==> src/fhcr_pkg.sv <==
// Shared types and constants for the fragment header check and reassembly block.
// No dependencies; imported by every module of the block but fhcr_queue.
package fhcr_pkg;

    localparam int unsigned HEADER_BYTES_DEF      = 64;
    localparam int unsigned MAX_PACKET_BYTES_DEF  = 65536;
    localparam int unsigned MAX_CHUNK_BYTES_DEF   = 65472;
    localparam int unsigned MAX_MESSAGE_BYTES_DEF = 4194304;
    localparam int unsigned QUEUE_DEPTH_DEF       = 2;

    localparam int unsigned FIELD_W  = 32;
    localparam int unsigned OFFSET_W = 23;
    localparam int unsigned KIND_W   = 3;

    localparam logic [FIELD_W-1:0] MAX_SINGLE_RESET = 32'd65472;

    typedef enum logic [KIND_W-1:0] {
        KIND_INVALID  = 3'd0,
        KIND_SINGLE   = 3'd1,
        KIND_NEW      = 3'd2,
        KIND_CONTINUE = 3'd3,
        KIND_END      = 3'd4
    } kind_t;

    typedef struct packed {
        kind_t              kind;
        logic               off_zero;
        logic               sum_eq;
        logic [FIELD_W-1:0] session_id;
        logic [FIELD_W-1:0] message_size;
        logic [FIELD_W-1:0] chunk_offset;
        logic [FIELD_W-1:0] chunk_end;
    } hdr_item_t;

    typedef struct packed {
        kind_t               kind;
        logic                accepted;
        logic [OFFSET_W-1:0] write_offset;
        logic                message_done;
        logic                dropped_partial;
        logic                buffer_started;
    } result_t;

endpackage

==> src/fhcr_queue.sv <==
// Small register queue that parts two stages of the block.
// Depends on nothing but its word type parameter.
module fhcr_queue #(
    parameter type         word_t = logic,
    parameter int unsigned DEPTH  = 2
) (
    input  logic  clk,
    input  logic  rst_n,
    input  logic  push,
    output logic  full,
    input  word_t wdata,
    input  logic  pop,
    output logic  empty,
    output word_t rdata
);

    localparam int unsigned PTR_W = (DEPTH > 1) ? $clog2(DEPTH) : 1;
    localparam int unsigned CNT_W = $clog2(DEPTH + 1);

    word_t             mem_reg [DEPTH];
    logic [PTR_W-1:0]  wr_ptr_reg, wr_ptr_next;
    logic [PTR_W-1:0]  rd_ptr_reg, rd_ptr_next;
    logic [CNT_W-1:0]  count_reg, count_next;
    logic              do_push, do_pop;

    assign full    = (count_reg == CNT_W'(DEPTH));
    assign empty   = (count_reg == '0);
    assign do_push = push && !full;
    assign do_pop  = pop && !empty;
    assign rdata   = mem_reg[rd_ptr_reg];

    always_comb
    begin
        wr_ptr_next = wr_ptr_reg;
        rd_ptr_next = rd_ptr_reg;
        count_next  = count_reg;
        if (do_push)
        begin
            wr_ptr_next = (wr_ptr_reg == PTR_W'(DEPTH - 1)) ? '0 : wr_ptr_reg + 1'b1;
        end
        if (do_pop)
        begin
            rd_ptr_next = (rd_ptr_reg == PTR_W'(DEPTH - 1)) ? '0 : rd_ptr_reg + 1'b1;
        end
        if (do_push && !do_pop)
        begin
            count_next = count_reg + 1'b1;
        end
        else if (do_pop && !do_push)
        begin
            count_next = count_reg - 1'b1;
        end
    end

    always_ff @(posedge clk or negedge rst_n)
    begin
        if (!rst_n)
        begin
            wr_ptr_reg <= '0;
            rd_ptr_reg <= '0;
            count_reg  <= '0;
        end
        else
        begin
            wr_ptr_reg <= wr_ptr_next;
            rd_ptr_reg <= rd_ptr_next;
            count_reg  <= count_next;
        end
    end

    always_ff @(posedge clk)
    begin
        if (do_push)
        begin
            mem_reg[wr_ptr_reg] <= wdata;
        end
    end

endmodule

==> src/fhcr_front.sv <==
// Front stage: size limit checks and packet classification, no state.
// Depends on fhcr_pkg.
module fhcr_front #(
    parameter int unsigned HEADER_BYTES      = fhcr_pkg::HEADER_BYTES_DEF,
    parameter int unsigned MAX_PACKET_BYTES  = fhcr_pkg::MAX_PACKET_BYTES_DEF,
    parameter int unsigned MAX_CHUNK_BYTES   = fhcr_pkg::MAX_CHUNK_BYTES_DEF,
    parameter int unsigned MAX_MESSAGE_BYTES = fhcr_pkg::MAX_MESSAGE_BYTES_DEF
) (
    input  logic [fhcr_pkg::FIELD_W-1:0] session_id,
    input  logic [fhcr_pkg::FIELD_W-1:0] message_size,
    input  logic [fhcr_pkg::FIELD_W-1:0] chunk_offset,
    input  logic [fhcr_pkg::FIELD_W-1:0] chunk_size,
    input  logic [fhcr_pkg::FIELD_W-1:0] packet_length,
    input  logic [fhcr_pkg::FIELD_W-1:0] max_single_message,
    output fhcr_pkg::hdr_item_t          item
);

    import fhcr_pkg::*;

    localparam logic [FIELD_W-1:0] HDR_LIM = FIELD_W'(HEADER_BYTES);
    localparam logic [FIELD_W-1:0] PKT_LIM = FIELD_W'(MAX_PACKET_BYTES);
    localparam logic [FIELD_W-1:0] CHK_LIM = FIELD_W'(MAX_CHUNK_BYTES);
    localparam logic [FIELD_W-1:0] MSG_LIM = FIELD_W'(MAX_MESSAGE_BYTES);

    logic [FIELD_W:0] len_sum;
    logic [FIELD_W:0] end_sum;
    logic             hdr_ok;
    logic             off_zero;
    logic             sum_eq;

    assign len_sum  = {1'b0, chunk_size} + {1'b0, HDR_LIM};
    assign end_sum  = {1'b0, chunk_offset} + {1'b0, chunk_size};
    assign off_zero = (chunk_offset == '0);
    assign sum_eq   = (end_sum == {1'b0, message_size});

    assign hdr_ok = (packet_length >= HDR_LIM) && (packet_length <= PKT_LIM)
                 && (chunk_size <= CHK_LIM)
                 && (len_sum == {1'b0, packet_length})
                 && (message_size <= MSG_LIM)
                 && (chunk_offset <= message_size) && (chunk_size <= message_size)
                 && (end_sum <= {1'b0, message_size});

    always_comb
    begin
        item.off_zero     = off_zero;
        item.sum_eq       = sum_eq;
        item.session_id   = session_id;
        item.message_size = message_size;
        item.chunk_offset = chunk_offset;
        item.chunk_end    = end_sum[FIELD_W-1:0];
        if (!hdr_ok)
        begin
            item.kind = KIND_INVALID;
        end
        else if (message_size <= max_single_message)
        begin
            item.kind = KIND_SINGLE;
        end
        else if (off_zero)
        begin
            item.kind = KIND_NEW;
        end
        else if (sum_eq)
        begin
            item.kind = KIND_END;
        end
        else
        begin
            item.kind = KIND_CONTINUE;
        end
    end

endmodule

==> src/fhcr_back.sv <==
// Back stage: session buffer state, acceptance and completion.
// Depends on fhcr_pkg.
module fhcr_back (
    input  logic                clk,
    input  logic                rst_n,
    input  logic                item_valid,
    input  fhcr_pkg::hdr_item_t item,
    input  logic                advance,
    output fhcr_pkg::result_t   result
);

    import fhcr_pkg::*;

    logic               partial_valid_reg, partial_valid_next;
    logic [FIELD_W-1:0] held_session_reg, held_session_next;
    logic [FIELD_W-1:0] held_total_reg, held_total_next;
    logic [FIELD_W-1:0] received_reg, received_next;

    logic mismatch;
    logic pv_eff;
    logic acc;

    assign mismatch = (held_session_reg != item.session_id);
    assign pv_eff   = partial_valid_reg && !mismatch;

    always_comb
    begin
        partial_valid_next = partial_valid_reg;
        held_session_next  = held_session_reg;
        held_total_next    = held_total_reg;
        received_next      = received_reg;
        acc                = 1'b0;

        result.kind            = item.kind;
        result.accepted        = 1'b0;
        result.write_offset    = '0;
        result.message_done    = 1'b0;
        result.dropped_partial = 1'b0;
        result.buffer_started  = 1'b0;

        case (item.kind)
            KIND_INVALID:
            begin
            end
            KIND_SINGLE:
            begin
                result.accepted     = item.off_zero;
                result.message_done = item.off_zero && item.sum_eq;
            end
            KIND_NEW, KIND_CONTINUE, KIND_END:
            begin
                result.dropped_partial = mismatch && partial_valid_reg;
                if (!pv_eff)
                begin
                    acc                   = item.off_zero;
                    result.buffer_started = item.off_zero;
                end
                else
                begin
                    acc = (held_total_reg == item.message_size)
                       && (received_reg == item.chunk_offset);
                end
                result.accepted = acc;
                if (acc)
                begin
                    result.write_offset = item.chunk_offset[OFFSET_W-1:0];
                    result.message_done = item.sum_eq;
                end

                if (acc && item.sum_eq)
                begin
                    partial_valid_next = 1'b0;
                    held_session_next  = '0;
                    held_total_next    = '0;
                    received_next      = '0;
                end
                else if (acc && !pv_eff)
                begin
                    partial_valid_next = 1'b1;
                    held_session_next  = item.session_id;
                    held_total_next    = item.message_size;
                    received_next      = item.chunk_end;
                end
                else if (acc)
                begin
                    received_next = item.chunk_end;
                end
                else if (mismatch)
                begin
                    partial_valid_next = 1'b0;
                    held_session_next  = '0;
                    held_total_next    = '0;
                    received_next      = '0;
                end
            end
            default:
            begin
            end
        endcase
    end

    always_ff @(posedge clk or negedge rst_n)
    begin
        if (!rst_n)
        begin
            partial_valid_reg <= 1'b0;
            held_session_reg  <= '0;
            held_total_reg    <= '0;
            received_reg      <= '0;
        end
        else if (item_valid && advance)
        begin
            partial_valid_reg <= partial_valid_next;
            held_session_reg  <= held_session_next;
            held_total_reg    <= held_total_next;
            received_reg      <= received_next;
        end
    end

endmodule

==> src/fragment_header_check_reassembly.sv <==
// Top level of the fragment header check and reassembly block.
// Depends on fhcr_pkg, fhcr_front, fhcr_queue and fhcr_back.
//
// Usage:
//   Input side is a queue write port: present a header on session_id,
//   message_size, chunk_offset, chunk_size and packet_length, raise push;
//   the word is taken at a clock edge where push is high and full is low.
//   Result side is a queue read port: while empty is low the oldest result
//   stands on packet_kind, accepted, write_offset, message_done,
//   dropped_partial and buffer_started; pop takes it.
//   The cfg channel writes max_single_message; cfg_ready is always high.
//   Write it only while no header is in flight.
//   Path: front stage, header queue, back stage, result queue; a result is
//   visible once it is registered in the result queue, and pop can take it there.
//   Throughput: one header per cycle while the result queue is not full,
//   set by the session state update in the back stage.
//   Reset clears the buffered session, both queues and sets
//   max_single_message to 65472.
//   If pop stays low the result queue fills, the back stage holds, the
//   header queue fills and full rises; nothing is lost.
module fragment_header_check_reassembly #(
    parameter int unsigned HEADER_BYTES      = fhcr_pkg::HEADER_BYTES_DEF,
    parameter int unsigned MAX_PACKET_BYTES  = fhcr_pkg::MAX_PACKET_BYTES_DEF,
    parameter int unsigned MAX_CHUNK_BYTES   = fhcr_pkg::MAX_CHUNK_BYTES_DEF,
    parameter int unsigned MAX_MESSAGE_BYTES = fhcr_pkg::MAX_MESSAGE_BYTES_DEF,
    parameter int unsigned QUEUE_DEPTH       = fhcr_pkg::QUEUE_DEPTH_DEF
) (
    input  logic                          clk,
    input  logic                          rst_n,
    input  logic                          push,
    output logic                          full,
    input  logic [fhcr_pkg::FIELD_W-1:0]  session_id,
    input  logic [fhcr_pkg::FIELD_W-1:0]  message_size,
    input  logic [fhcr_pkg::FIELD_W-1:0]  chunk_offset,
    input  logic [fhcr_pkg::FIELD_W-1:0]  chunk_size,
    input  logic [fhcr_pkg::FIELD_W-1:0]  packet_length,
    output logic                          empty,
    input  logic                          pop,
    output logic [fhcr_pkg::KIND_W-1:0]   packet_kind,
    output logic                          accepted,
    output logic [fhcr_pkg::OFFSET_W-1:0] write_offset,
    output logic                          message_done,
    output logic                          dropped_partial,
    output logic                          buffer_started,
    input  logic                          cfg_valid,
    output logic                          cfg_ready,
    input  logic [fhcr_pkg::FIELD_W-1:0]  cfg_data
);

    import fhcr_pkg::*;

    logic [FIELD_W-1:0] max_single_reg;
    hdr_item_t          front_item;
    hdr_item_t          mid_item;
    logic               mid_empty;
    logic               out_full;
    result_t            back_result;
    result_t            out_result;

    assign cfg_ready = 1'b1;

    always_ff @(posedge clk or negedge rst_n)
    begin
        if (!rst_n)
        begin
            max_single_reg <= MAX_SINGLE_RESET;
        end
        else if (cfg_valid && cfg_ready)
        begin
            max_single_reg <= cfg_data;
        end
    end

    fhcr_front #(
        .HEADER_BYTES      (HEADER_BYTES),
        .MAX_PACKET_BYTES  (MAX_PACKET_BYTES),
        .MAX_CHUNK_BYTES   (MAX_CHUNK_BYTES),
        .MAX_MESSAGE_BYTES (MAX_MESSAGE_BYTES)
    ) u_front (
        .session_id         (session_id),
        .message_size       (message_size),
        .chunk_offset       (chunk_offset),
        .chunk_size         (chunk_size),
        .packet_length      (packet_length),
        .max_single_message (max_single_reg),
        .item               (front_item)
    );

    fhcr_queue #(
        .word_t (hdr_item_t),
        .DEPTH  (QUEUE_DEPTH)
    ) u_mid_queue (
        .clk   (clk),
        .rst_n (rst_n),
        .push  (push),
        .full  (full),
        .wdata (front_item),
        .pop   (!out_full),
        .empty (mid_empty),
        .rdata (mid_item)
    );

    fhcr_back u_back (
        .clk        (clk),
        .rst_n      (rst_n),
        .item_valid (!mid_empty),
        .item       (mid_item),
        .advance    (!out_full),
        .result     (back_result)
    );

    fhcr_queue #(
        .word_t (result_t),
        .DEPTH  (QUEUE_DEPTH)
    ) u_out_queue (
        .clk   (clk),
        .rst_n (rst_n),
        .push  (!mid_empty),
        .full  (out_full),
        .wdata (back_result),
        .pop   (pop),
        .empty (empty),
        .rdata (out_result)
    );

    assign packet_kind     = out_result.kind;
    assign accepted        = out_result.accepted;
    assign write_offset    = out_result.write_offset;
    assign message_done    = out_result.message_done;
    assign dropped_partial = out_result.dropped_partial;
    assign buffer_started  = out_result.buffer_started;

endmodule

==> config.mk <==
export PLATFORM = sky130hd
export DESIGN_NAME = fragment_header_check_reassembly
export DESIGN_NICKNAME = d
export VERILOG_FILES = /design/src/fhcr_pkg.sv /design/src/fhcr_queue.sv /design/src/fhcr_front.sv /design/src/fhcr_back.sv /design/src/fragment_header_check_reassembly.sv
export SDC_FILE = /design/constraint.sdc
export NUM_CORES = 1
export LEC_CHECK = 0
export BUFFER_PORTS_ARGS = -buffer_cell sky130_fd_sc_hd__buf_4
export CORE_UTILIZATION = 50
export CTS_CLUSTER_DIAMETER = 60
export DETAILED_ROUTE_END_ITERATION = 7
export GPL_ROUTABILITY_DRIVEN = 0
export HOLD_SLACK_MARGIN = 0.03
export PLACE_DENSITY = 0.69
export REMOVE_ABC_BUFFERS = 1
export SETUP_SLACK_MARGIN = 0.05
export SYNTH_ARGS = -nofsm -noshare
export SYNTH_HDL_FRONTEND = slang
export SYNTH_SLANG_ARGS = --single-unit
==> constraint.sdc <==
create_clock -name clk -period 8 [get_ports clk]
set_input_delay 0.8 -clock clk [delete_from_list [all_inputs] [get_ports clk]]
set_output_delay 0.8 -clock clk [all_outputs]
set_load 0.01 [all_outputs]
# Word level (Yosys, flattened, before mapping)
# Memory sizes are Yosys's and may differ from the RTL's.
# Cells that the tools add are included.
word_totals:
  mem_count: 2
  reg_bits: 137
  rom_bits: 0
  latchBits: 0
  output_inout_bits: 33
  ramBits: 326
  word_cells: 119
memory_table:
  columns: ["name", "depth", "width", "read_ports", "rd_clocked_by_memory_dff", "write_ports", "line_no", "rtl"]
  rows:
  - ["u_mid_queue.mem_reg", 2, 133, 1, 0, 1, "fhcr_queue.sv:20", "word_t mem_reg [DEPTH];"]
  - ["u_out_queue.mem_reg", 2, 30, 1, 0, 1, "fhcr_queue.sv:20", null]
classes:
  addsub: 10
  mux: 37
  n_eq_ne: 12
  multipliers: 0
  div: 0
  n_reduce_logical: 39
  n_lt_le_gt_ge: 8
  bitwise: 0
  n_shift: 0
op_table:
  columns: ["cell", "n"]
  rows:
  - ["32-bit two-way mux", 9]
  - ["32-bit <= comparator", 3]
  - ["33-bit by 32-bit equality test with 1-bit output", 2]
  - ["32-bit equality test", 2]
  - ["32-bit by 32-bit adder with 33-bit output", 1]
  - ["32-bit by 7-bit adder with 33-bit output, second input constant", 1]
  - ["33-bit by 32-bit <= comparator with 1-bit output", 1]
  - ["32-bit by 7-bit >= comparator with 1-bit output, second input constant", 1]
  - ["32-bit by 16-bit <= comparator with 1-bit output, second input constant", 1]
  - ["32-bit by 17-bit <= comparator with 1-bit output, second input constant", 1]
  - ["32-bit by 23-bit <= comparator with 1-bit output, second input constant", 1]
  - ["32-bit logical NOT", 1]
  - ["32-bit inequality test", 1]
  - ["24-bit two-way mux", 1]
  - ["23-bit two-way mux", 1]
  - ["1-bit logical AND", 20]
  - ["1-bit two-way mux", 15]
  - ["3-bit two-way mux", 4]
  - ["2-bit two-way mux", 5]
  - ["1-bit logical NOT", 9]
  - ["3-bit by 2-bit equality test with 1-bit output, second input constant", 2]
  - ["1-bit adder, second input constant", 4]
  - ["2-bit by 1-bit adder with 2-bit output, second input constant", 2]
  - ["2-bit equality test, second input constant", 2]
  - ["other kinds (12)", 16]

# Longest topological paths before layout
depth:
  word_depth: 9
  ltp_mapped: 24
  ltp_nobuf: 24

# Cells and area by module
# From an unflattened synthesis, not the netlist that was laid out.
hier_totals:
  hier_cells: 2077
  hier_area_um2: 25972.4
by_module_without_submodules:
  columns: ["mod", "n_inst", "seq_area_each_um2", "area_per_inst_um2", "cells_per_inst"]
  rows:
  - ["fhcr_queue at u_mid_queue", 1, 8087.8, 10032.1, 433]
  - ["fhcr_front", 1, 0.0, 6073.3, 806]
  - ["fhcr_back", 1, 2427.3, 6009.5, 654]
  - ["fhcr_queue at u_out_queue", 1, 1901.8, 2481.1, 112]
  - ["fragment_header_check_reassembly", 1, 813.3, 1376.3, 72]

# Least setup slack after synthesis
# OpenSTA, ideal clock, no wires.
synth_path:
  kind: "input to register"
  start: "in push"
  end: "mem u_mid_queue.mem_reg[0][0] (netlist bit) (enable)"
  arrival_time_ns: 6.414
  required_ns: 7.373
  path_slack_ns: 0.959
  path_stages: 2
  setup_time_ns: 0.627
  path_cell_list: "nand2_1 nor2_1"
synth_via:
  elab_chain_len: 3
synth_rtl:
  columns: ["element", "line_no", "rtl"]
  rows:
  - ["start, declared", "fragment_header_check_reassembly.sv:30", "input logic push,"]
  - ["1-bit logical AND", "fhcr_queue.sv:28", "assign do_push = push && !full;"]
  - ["1-bit two-way mux", "fhcr_queue.sv:73", "if (do_push)"]
  - ["1-bit two-way mux (not written as such)", "fhcr_queue.sv:75", "mem_reg[wr_ptr_reg] <= wdata;"]
  - ["end, declared", "fhcr_queue.sv:20", null]
# Every way passes these cells.

==> summary.md <==
| Metric | Value |
|---|---|
| Post-Route Skew | 0.0204 ns |
| Via count | 15553 |
| Ratio of cells with drive above 1 in the final layout | 20.4% |
| Status | complete, no violations |
| Die Footprint | 47200 um2 |
| Clock buffer count from CTS | 50 |
| Post-CTS setup buffers | 0 |
| Syn Area/Cell | 12.8 um2 |
| Max Buffers Root-to-Sink | 3 |
| IO buf count | 228 |
| Largest net degree at the start of global routing | 79 |
| CTS Root Cell | clkbuf_16 |
| Critical Path Sink Type | flip-flop |
| Cell Area, Synth | 23200 um2 |
| Final worst setup slack | 2.44 ns |
| Max reg flops | 266 |
| Maxcap violations | 0 |
| Pre-CTS WS | 1.95 ns |
| Antenna viol nets, final | 0 |
| Core ar. | 45600 um2 |
| DRC Markers | 0 |
| Met2 Use GR | 42.8% |
| # setup viols final | 0 |
| Initial Util | 50.9% |
| HP Class | input port to asynchronous set/reset pin |
| Synth Register Bits | 463 |
| Yosys warning count | 0 |
| Leading post-synthesis cells by cell area | edfxtp_1, dfrtp_1, ha_1 |
| Setup TNS | 0 ns |
| Setup crit start kind | input port |
| CTS tree | built |
| Post-route cell area | 27200 um2 |
| Ys async rst share | 29.6% |
| I/O pin count | 230 |
| Routed wire per std cell | 22.3 um |
| First-pass GRT wire length | 92500 um |
| FF-to-FF Start | u_mid_queue.rd_ptr_reg |
| FILL cells | 3673 |
| Arrival @ worst endpoint | 5.96 ns |
| Fin. Hold Viols | 0 |
| Most frequent cells in the layout | edfxtp_1, buf_4, ha_1 |
| Total clock sinks | 463 |
| GRT overflow | 0 |
| Crit. Startpoint | chunk_offset[0] |
| Dpl hpwl | 43900 um |
| Clock Latency Late Sink | 0.60 ns |
| Sequential share of the synthesized area | 57.0% |
| Vias in the first global route | 15840 |
| WHS | 0.267 ns |
| VDD IR-drop max | 0.196 mV |
| Final #Nets | 2412 |
| Relative slew margins | 25.5% |
| Die Ht | 217 um |
| Final Cycle Share | 69.5% |
| Post-Syn Instances | 1809 |
| Slew Viols, Final | 0 |
| Met1 GRT Util | 34.9% |
| Final core occ | 59.6% |
| Die Span X | 217 um |
| Total Routed Length | 60100 um |
| Post-synth cell types | 64 |
| Tmin final | 5.56 ns |
| Crit Path Max Fanout | 5 |
| Initial antenna violation count | 1 |
| Placement row count | 78 |
| Setup CP Type | input port to flip-flop |
| Synth area leader | edfxtp_1 |
| Global Route Usage Sum | 26.0% |
| Critical Path RT | 8.40 ns |
| Pwr/cell area | 324 nW/um2 |
| FMAX | 0.180 GHz |
| Post-CTS resize count | 0 |
| Placed Area | 25500 um2 |
| Synth top area share | 42.2% |
| Via density | 5.78 |
| Met3 usage | 4.19% |
| Post-CTS Hold Buffers | 0 |
| Area Overhead vs Synth | 17.1% |
| Top_reg_cell synth | edfxtp_1 |
| DRT Pass-1 Iters | 5 |
| Clock slew seen by the registers of the worst setup and hold paths | 0.06 ns |
| RSZ-0062 raised after global routing | false |
| Drt first-iter violations | 1166 |
| EDFF count, synth | 326 |
| Global route hottest layer | met2 |
| Most common cell after layout, fill and taps aside | edfxtp_1 |
| LEAKAGE | 11.2 nW |
| Htree depth | 2 |
| Slew @ Worst Pin | 1.11 ns |
synth_stat cells, types with 3 or more instances:
library cell,instances
nor2_2,20
mux2_2,65
inv_1,146
dfrtp_1,127
o22ai_1,66
a22o_1,32
nor2_1,54
nor3_1,11
dfstp_2,10
mux2i_1,94
buf_1,5
buf_2,14
o2111ai_1,3
xor2_1,23
o21ai_0,70
nor4_1,52
xnor2_1,129
o31a_1,3
buf_6,8
or2_2,4
nand4_1,51
clkbuf_1,20
a31oi_1,8
a211oi_1,8
o21a_1,12
o311ai_0,3
nand2_1,60
nor2b_1,13
a21o_1,64
and3_1,9
nand3_1,16
nor3b_1,4
a21oi_1,65
and2_1,3
buf_4,4
nand2b_1,8
mux2i_2,5
edfxtp_1,326
ha_1,163
report_power, final:
group | total [mW] | internal [mW] | switching [mW]
Sequential | 3.61 | 3.36 | 0.249
Clock | 2.27 | 1.33 | 0.937
Combinational | 2.91 | 1.20 | 1.71
through the flow:
step           std cells  power [mW]
6_report            2693        8.79
5_1_grt             2692        9.24
4_1_cts             2692        8.86
3_5_place_dp        2599        6.58
3_3_place_gp        2599        6.50
2_1_floorplan       1758        5.67
worst paths after layout:
path,cells after the start,slack (ns),end
min in group clk,1,0.39,u_mid_queue.mem_reg[1][124]
worst max register to register,10,3.16,u_back.received_reg[30]
worst max-delay path,25,2.44,u_mid_queue.mem_reg[1][131]
worst min-delay path,1,0.27,u_back.held_session_reg[3]
worst min register to register,2,0.50,max_single_reg[7]
max in group asynchronous,2,6.37,u_back.held_total_reg[15]
cells by family (layout without fill, tap and decap cells):
kind of cell	after synthesis	after routing	synth area share (%)
buffers and inverters	197	480	3.59
flip-flops	463	463	57.0
multiplexers	165	165	7.61
AND/OR/NAND/NOR	313	313	7.15
adder cells (fa/ha/maj)	164	164	8.88
other	1	2	0.0162
XOR/XNOR	152	152	5.74
AO/OA/AOI/OAI	354	354	9.97
routing by layer:
metal | wire length, um | vias to the layer above
met5 | 10 | -
met4 | 1800 | 2
met3 | 3890 | 114
met2 | 28500 | 503
met1 | 25900 | 7682
li1 | - | 7252
cell type report:
cell class                      instances  area (um2)  share of cell area (%)
Sequential cell                       463       13200                    48.7
Timing Repair Buffer                  241        1830                    6.72
Clock inverter                         12         121                   0.447
Tap cell                              600         751                    2.76
Multi-Input combinational cell       1149        9160                    33.7
Antenna cell                            1        2.50                 0.00922
Clock buffer                           81        1510                    5.56
Inverter                              146         548                    2.02
worst max-delay path: stages:
cell and delay (ns):
buf_4 0.11, ha_1 0.19, inv_1 0.08, fa_1 0.42, nor2b_1 0.13, o21a_1 0.14, o21ai_0 0.20, a211oi_1 0.48
a21oi_1 0.24, o31a_1 0.39, a21oi_1 0.27, nand3_1 0.15, a31oi_1 0.23, xor2_1 0.26, ha_1 0.29, a21o_1 0.18
a21o_1 0.17, a21oi_1 0.13, nor2b_1 0.06, o21ai_0 0.15, nand2_1 0.07, a221o_1 0.30, a21oi_1 0.15, o211ai_1 0.12
nor3b_1 0.28
(Power assumes the default switching activity.)
